==> src/rtl/core/tcsm_pkg.sv <==
// Package for the task CPU share monitor: sizes, widths and sequencer states.
// No dependencies.
`default_nettype none
package tcsm_pkg;
	localparam int MaxTasks = 16;
	localparam int IdxW = $clog2(MaxTasks);
	localparam int CntW = $clog2(MaxTasks + 1);
	localparam int SumW = 32 + CntW;
	localparam int NumW = SumW + 1;
	localparam int QuoW = 8;

	typedef enum logic [5:0] {
		ST_IDLE = 6'b000001,
		ST_LOOK = 6'b000010,
		ST_DELT = 6'b000100,
		ST_DIVI = 6'b001000,
		ST_EMIT = 6'b010000,
		ST_COPY = 6'b100000
	} state_t;
endpackage
`default_nettype wire

==> src/rtl/core/task_cpu_share_monitor_top.sv <==
// Top level of the task CPU share monitor.
// Depends on tcsm_pkg.
//
// Input words (s_axis) carry one task record each; tlast marks the final
// record of a snapshot. Non-final records are stored as they are taken,
// while the table has room. On the final record the block is busy: for
// each task it searches the previous table one entry per cycle and then
// forms the delta in the ST_DELT state. Then for each result it seeds a
// restoring divider, runs it one quotient bit per cycle, and holds the
// result word on m_axis until taken. At the end the new table is copied
// into the old one, one entry per cycle.
// All tasks share the one search compare and the one divider. The next
// snapshot is accepted only after the copy is done.
// Oversized snapshots are dropped without results.
// Reset clears the sequencer state, the fill and index counters, the
// overflow flag, the previous-snapshot state, the sum and the output
// valid; tables are undefined until written.
// A stalled receiver simply holds the block in the emit state.
`default_nettype none
module task_cpu_share_monitor_top import tcsm_pkg::*; (
	input  wire         clk,
	input  wire         arst_n,
	input  wire         s_axis_tvalid,
	output logic        s_axis_tready,
	// task_id[15:0], run_count[47:16], stack_free[63:48], total_run[95:64]
	input  wire  [95:0] s_axis_tdata,
	input  wire         s_axis_tlast,
	output logic        m_axis_tvalid,
	input  wire         m_axis_tready,
	// slot[3:0], cpu_percent[10:4], stack_free_out[26:11], window_ticks[58:27]
	output logic [63:0] m_axis_tdata,
	output logic        m_axis_tlast
);
	logic [15:0] new_ids_q [MaxTasks];
	logic [31:0] new_counts_q [MaxTasks];
	logic [15:0] headrooms_q [MaxTasks];
	logic [31:0] deltas_q [MaxTasks];
	logic [15:0] old_ids_q [MaxTasks];
	logic [31:0] old_counts_q [MaxTasks];

	state_t state_q;
	logic [CntW-1:0] fill_q, old_n_q, k_q, j_q;
	logic [31:0] old_total_q, window_q, total_q;
	logic have_old_q, ovf_q;
	logic [SumW-1:0] sum_q;
	logic found_q;
	logic [31:0] match_q;
	logic [NumW-1:0] rem_q;
	logic [QuoW-1:0] quo_q;
	logic [3:0] bit_q;
	logic [63:0] out_q;
	logic out_last_q, out_v_q;

	wire [15:0] in_id = s_axis_tdata[15:0];
	wire [31:0] in_cnt = s_axis_tdata[47:16];
	wire [15:0] in_hr = s_axis_tdata[63:48];
	wire [31:0] in_tot = s_axis_tdata[95:64];
	wire acc = s_axis_tvalid && s_axis_tready;
	assign s_axis_tready = (state_q == ST_IDLE);

	wire [IdxW-1:0] k_i = k_q[IdxW-1:0];
	wire [IdxW-1:0] j_i = j_q[IdxW-1:0];
	wire full = (fill_q == CntW'(MaxTasks));
	wire [CntW-1:0] n_now = full ? fill_q : fill_q + 1'b1;

	// Delta with lookup result; a delta beyond a nonzero window is zeroed.
	logic [31:0] dlt;
	always_comb begin
		dlt = new_counts_q[k_i];
		if (have_old_q && found_q) dlt = dlt - match_q;
		if (window_q != 32'd0 && dlt > window_q) dlt = 32'd0;
	end

	// Share of the current task, saturated, and zero for a zero sum.
	logic [6:0] pct_now;
	always_comb begin
		if (sum_q == '0)
			pct_now = 7'd0;
		else if (quo_q > 8'd100 || rem_q >= NumW'(sum_q))
			pct_now = 7'd100;
		else
			pct_now = quo_q[6:0];
	end

	// Divider trial subtraction: numerator bits shift in from the top.
	wire [NumW-1:0] trial = {rem_q[NumW-2:0], quo_q[QuoW-1]};
	wire [NumW:0] diff = {1'b0, trial} - {2'b0, sum_q};

	always_ff @(posedge clk or negedge arst_n) begin
		if (!arst_n) begin
			state_q <= ST_IDLE;
			fill_q <= '0;
			old_n_q <= '0;
			old_total_q <= '0;
			have_old_q <= 1'b0;
			ovf_q <= 1'b0;
			sum_q <= '0;
			out_v_q <= 1'b0;
			k_q <= '0;
			j_q <= '0;
		end else begin
			case (state_q)
				ST_IDLE: if (acc) begin
					if (s_axis_tlast) begin
						if (full || ovf_q) begin
							fill_q <= '0;
							ovf_q <= 1'b0;
						end else begin
							fill_q <= n_now;
							total_q <= in_tot;
							window_q <= have_old_q ? in_tot - old_total_q : in_tot;
							sum_q <= '0;
							k_q <= '0;
							j_q <= '0;
							found_q <= 1'b0;
							state_q <= ST_LOOK;
						end
					end else if (full) begin
						ovf_q <= 1'b1;
					end else begin
						fill_q <= fill_q + 1'b1;
					end
				end
				ST_LOOK: begin
					if (j_q == old_n_q) begin
						state_q <= ST_DELT;
					end else if (old_ids_q[j_i] == new_ids_q[k_i]) begin
						found_q <= 1'b1;
						match_q <= old_counts_q[j_i];
						state_q <= ST_DELT;
					end else begin
						j_q <= j_q + 1'b1;
					end
				end
				ST_DELT: begin
					deltas_q[k_i] <= dlt;
					sum_q <= sum_q + SumW'(dlt);
					j_q <= '0;
					found_q <= 1'b0;
					if (k_q + 1'b1 == fill_q) begin
						k_q <= '0;
						state_q <= ST_DIVI;
						bit_q <= '0;
						rem_q <= '0;
						quo_q <= '0;
					end else begin
						k_q <= k_q + 1'b1;
						state_q <= ST_LOOK;
					end
				end
				ST_DIVI: begin
					if (bit_q == 4'd0) begin
						// Numerator d*100 + sum/2; its low QuoW bits seed the quotient
						// register and shift in; remainder seeded as numerator >> QuoW.
						rem_q <= NumW'((({7'd0, deltas_q[k_i]} * 39'd100
							+ 39'(sum_q >> 1)) >> QuoW));
						quo_q <= QuoW'((39'(deltas_q[k_i]) * 39'd100
							+ 39'(sum_q >> 1)));
						bit_q <= 4'd1;
					end else begin
						if (!diff[NumW] ) begin
							rem_q <= diff[NumW-1:0];
							quo_q <= {quo_q[QuoW-2:0], 1'b1};
						end else begin
							rem_q <= trial;
							quo_q <= {quo_q[QuoW-2:0], 1'b0};
						end
						if (bit_q == 4'(QuoW)) state_q <= ST_EMIT;
						bit_q <= bit_q + 1'b1;
					end
				end
				ST_EMIT: begin
					if (!out_v_q) begin
						out_v_q <= 1'b1;
						out_q <= {5'd0, window_q, headrooms_q[k_i], pct_now, k_q[3:0]};
						out_last_q <= (k_q + 1'b1 == fill_q);
					end else if (m_axis_tready) begin
						out_v_q <= 1'b0;
						if (k_q + 1'b1 == fill_q) begin
							k_q <= '0;
							state_q <= ST_COPY;
						end else begin
							k_q <= k_q + 1'b1;
							bit_q <= '0;
							state_q <= ST_DIVI;
						end
					end
				end
				ST_COPY: begin
					old_ids_q[k_i] <= new_ids_q[k_i];
					old_counts_q[k_i] <= new_counts_q[k_i];
					if (k_q + 1'b1 == fill_q) begin
						old_n_q <= fill_q;
						old_total_q <= total_q;
						have_old_q <= 1'b1;
						fill_q <= '0;
						k_q <= '0;
						state_q <= ST_IDLE;
					end else begin
						k_q <= k_q + 1'b1;
					end
				end
				default: state_q <= ST_IDLE;
			endcase
		end
	end

	always_ff @(posedge clk) begin
		if (acc && !full) begin
			new_ids_q[fill_q[IdxW-1:0]] <= in_id;
			new_counts_q[fill_q[IdxW-1:0]] <= in_cnt;
			headrooms_q[fill_q[IdxW-1:0]] <= in_hr;
		end
	end

	assign m_axis_tvalid = out_v_q;
	assign m_axis_tdata = out_q;
	assign m_axis_tlast = out_last_q;

	a_no_in_busy: assert property (@(posedge clk) disable iff (!arst_n)
		m_axis_tvalid |-> !s_axis_tready) else $error("input taken while emitting");
	a_pct_range: assert property (@(posedge clk) disable iff (!arst_n)
		m_axis_tvalid |-> m_axis_tdata[10:4] <= 7'd100) else $error("share above 100");
	a_fill_range: assert property (@(posedge clk) disable iff (!arst_n)
		fill_q <= CntW'(MaxTasks)) else $error("fill count out of range");
endmodule
`default_nettype wire

==> config.mk <==
export PLATFORM = sky130hd
export DESIGN_NAME = task_cpu_share_monitor_top
export DESIGN_NICKNAME = d
export VERILOG_FILES = /design/src/rtl/core/tcsm_pkg.sv /design/src/rtl/core/task_cpu_share_monitor_top.sv
export SDC_FILE = /design/constraint.sdc
export NUM_CORES = 2
export LEC_CHECK = 0
export BUFFER_PORTS_ARGS = -buffer_cell sky130_fd_sc_hd__clkbuf_2
export CORE_MARGIN = 5
export CORE_UTILIZATION = 40
export CTS_CLUSTER_SIZE = 10
export DETAILED_ROUTE_END_ITERATION = 10
export GPL_ROUTABILITY_DRIVEN = 1
export PLACE_DENSITY = 0.61
export SETUP_SLACK_MARGIN = 0.05
export SKIP_LAST_GASP = 1
export SLEW_MARGIN = 20
export SYNTH_ARGS = -nofsm -noshare
export SYNTH_HDL_FRONTEND = slang
export SYNTH_SLANG_ARGS = --single-unit
==> constraint.sdc <==
create_clock -name clk -period 13.87 [get_ports clk]
set_input_delay 3.4675 -clock clk [delete_from_list [all_inputs] [get_ports clk]]
set_output_delay 3.4675 -clock clk [all_outputs]
set_load 0.005 [all_outputs]
==> impl_metrics.yaml <==
yosys:
  synth_top_area_frac: 0.670
  synth.area.top_cells: "edfxtp_1 67%, mux4_2 14%, ha_1 3.8%"
  syn_area_per_cell_sq_um: 18.4
  synth_top_cell_by_area: "edfxtp_1"
  ys_ff_latch: 2609
  yosysUniqueCellTypes: 85
  synth_area_sq_um: 112000
  syn_inst: 6109
  ys_seq_area_frac: 0.692
  ys_warn_count: 0
  synth_edf_count: 2511
  synthFlopType: "edfxtp_1"
  synth-async-reset-ratio: 0.0376
clocking:
  insertion_delay_ps: 900
  ctsHoldBuffers: 0
  clockBufferDepth: 4
  numCtsBuffers: 307
  root_buffer: "clkbuf_16"
  cts_tree: "done"
  path_clk_slew_ps: 60
  cts_setup_buffers: 0
  post_cts_resized: 0
  clock-sinks: 2609
  h-tree-depth: 5
detailed_routing:
  firstDrtPassIters: 6
  drtIter0Drc: 6028
  via_per_inst: 5.73
  via_count: 59100
  ant_nets: 0
  wirelength_um: 282000
  wire_per_inst_um: 27.3
  drc_errors: 0
pwr:
  p_leak_nw: 42.1
  power.density_nw_per_um2: 158
  total_power_mw: 20.0
  ir_drop_uv: 107
global_route:
  grt_remaining_overflow: 0
  grt_pass1_vias: 60400
  grt_pass1_wl_um: 415000
  grt_util_all_layers: 0.191
  antenna_found_initial: 38
  grt_max_degree: 129
floorplan:
  io_pins: 168
  rows: 194
  core_sq_um: 280000
  dieArea_sq_um: 292000
  dieWidth_um: 540
  start_util: 0.402
  die_y_um: 540
worst_setup_path:
  critPathKind: "reg -> reg"
  cp_slowest_stage_delay_ps: 940
  crit_required_ps: 14650
  worstSetupEndpointType: "flip-flop"
  slowest_stage: "dfrtp_4"
  cp_top_family: "compound AO/OA/AOI/OAI gates"
  path_max_fanout: 63
  crit_arrival_ps: 12460
  cp_num_buf_inv: 3
  start_kind: "flip-flop"
sta:
  tightest_slew_ps: 1180
  min_period_ps: 11670
  finalSetupTns_ps: 0
  rsz0062_at_grt: "false"
  relSlewSlack: 0.200
  fin_crit_sh: 0.842
  slew_violations: 0
  holdWs_ps: 438
  timing_hold_violations_final: 0
  fmax_mhz: 85.7
  fin_skew_ps: 94.7
  finalSetupViolations: 0
place:
  placed_cell_area_sq_um: 118000
  portBuffers: 162
  gp_congestion: 0.867
  hpwl_um: 169000
  placed_cells: 9889
final_layout:
  fin_area_sq_um: 127000
  nets: 6952
  areaGrowthSynthToFinish_pct: 12.9
  instances_no_fill: 10300
  drive_gt1_frac: 0.225
outcome:
  status: "completed"
hold_path:
  hold_path.class: "reg -> reg"
flow_run:
  cap_violations: 0
[worst min-delay path, cell delays in order (launching register included)]
cell,delay [ps]
edfxtp_1,320
nand2_1,50
o21ai_0,60
[sequential cells by signal, indices dropped and copies added (netlist names), 6 cells and up]
name,flops
state_q,6
total_q,32
m_axis_tdata,59
match_q,32
quo_q,8
deltas_q,512
old_ids_q,256
rem_q,38
sum_q,37
new_ids_q,256
old_total_q,32
new_counts_q,512
old_counts_q,512
headrooms_q,256
window_q,32
[layout make-up]
cell class              count  area, sq um
multi-input cells        2926        32700
clock buffers             375         8090
flip-flops and latches   2609        77900
fillers                 23700       153000
well taps                3724         4660
diodes                     16         40.0
inverters                 338         1270
repair buffers            292         1850
clock inverters            38          524
[power breakdown]
part           leakage [nW]  internal (mW)  switching (mW)
Combinational          14.0           1.44            2.18
Sequential             23.9           9.10           0.155
Clock                  4.19           4.11            3.03
Total                  42.1           14.7            5.36
[synthesized netlist by cell type (all sizes together) (35+ instances only)]
| master | n |
|---|---|
| o21a | 39 |
| and2 | 39 |
| nor2 | 178 |
| edfxtp | 2511 |
| xor2 | 59 |
| nand2b | 41 |
| clkbuf | 145 |
| nand2 | 229 |
| o21ai | 158 |
| ha | 345 |
| buf | 95 |
| xnor2 | 128 |
| inv | 338 |
| nor3 | 45 |
| a211oi | 44 |
| o22ai | 42 |
| mux4 | 720 |
| nand3 | 59 |
| a21o | 118 |
| a21oi | 239 |
| dfrtp | 97 |
| a31oi | 35 |
[through the flow]
step / utilization / setup WS (ps)
5_1_grt: 0.454 / 1460
3_3_place_gp: 0.423 / 2570
2_1_floorplan: - / 3940
3_5_place_dp: 0.423 / 2370
6_report: 0.454 / 2200
4_1_cts: 0.454 / 2240
[cells by family (layout without fill, tap and decap cells)]
family,after synthesis,in the layout,synth area share
muxes,763,763,0.148
buffers and inverters,578,1043,0.0204
AOI/OAI and AO/OA,825,825,0.0470
xor gates and xnor gates,187,187,0.0146
and+or+nand+nor,769,769,0.0332
other,1,21,0.0000333
adders and majority gates,377,377,0.0441
DFF,2609,2609,0.692
[placed cells by master, fill, tap and decap left out, types with 31 or more instances in the layout]
cell       netlist  layout
o21ai_0        153     152
fa_1            32      32
nand4_1         32      32
nand2_1        229     229
nor2_4           0      33
nand2b_1        41      41
xnor2_1        128     128
mux4_2         720     720
a211oi_1        44      41
clkbuf_1       145      56
ha_1           345     345
buf_4            8     126
o21a_1          39      39
xor2_1          59      59
a21o_1         118     118
nor4_1          32      32
a31oi_1         35      34
clkbuf_16        0     310
a21oi_1        239     236
nor2_1         178     141
and3_1          33      32
nor3_1          45      45
edfxtp_1      2511    2511
clkbuf_2         0     161
inv_1          338     338
dfrtp_1         97      89
o22ai_1         42      42
nand3_1         59      59
nor2b_1         31      31
[layer usage]
layer	vias up	track usage	part of all wire
li1	25300	-	-
met1	31400	0.275	0.43
met2	2047	0.307	0.47
met3	379	0.0308	0.071
met4	18	0.0421	0.020
met5	-	0	0.00037
[worst paths after layout]
kind / start / end / slack, ps / cells past startpoint
min in group asynchronous: arst_n / k_q[4]$_DFFE_PN0P_ / 2610 / 1
setup reg to reg: k_q[0]$_DFFE_PN0P_ / sum_q[36]$_DFFE_PN0P_ / 2200 / 35
max in group asynchronous: arst_n / sum_q[32]$_DFFE_PN0P_ / 9550 / 3
hold / removal: total_q[15]$_DFFE_PP_ / old_total_q[15]$_DFFE_PN0P_ / 440 / 2
setup / recovery: k_q[0]$_DFFE_PN0P_ / sum_q[36]$_DFFE_PN0P_ / 2200 / 35
hold reg to reg: total_q[15]$_DFFE_PP_ / old_total_q[15]$_DFFE_PN0P_ / 440 / 2
No activity file was read; power rests on OpenSTA's default activity.
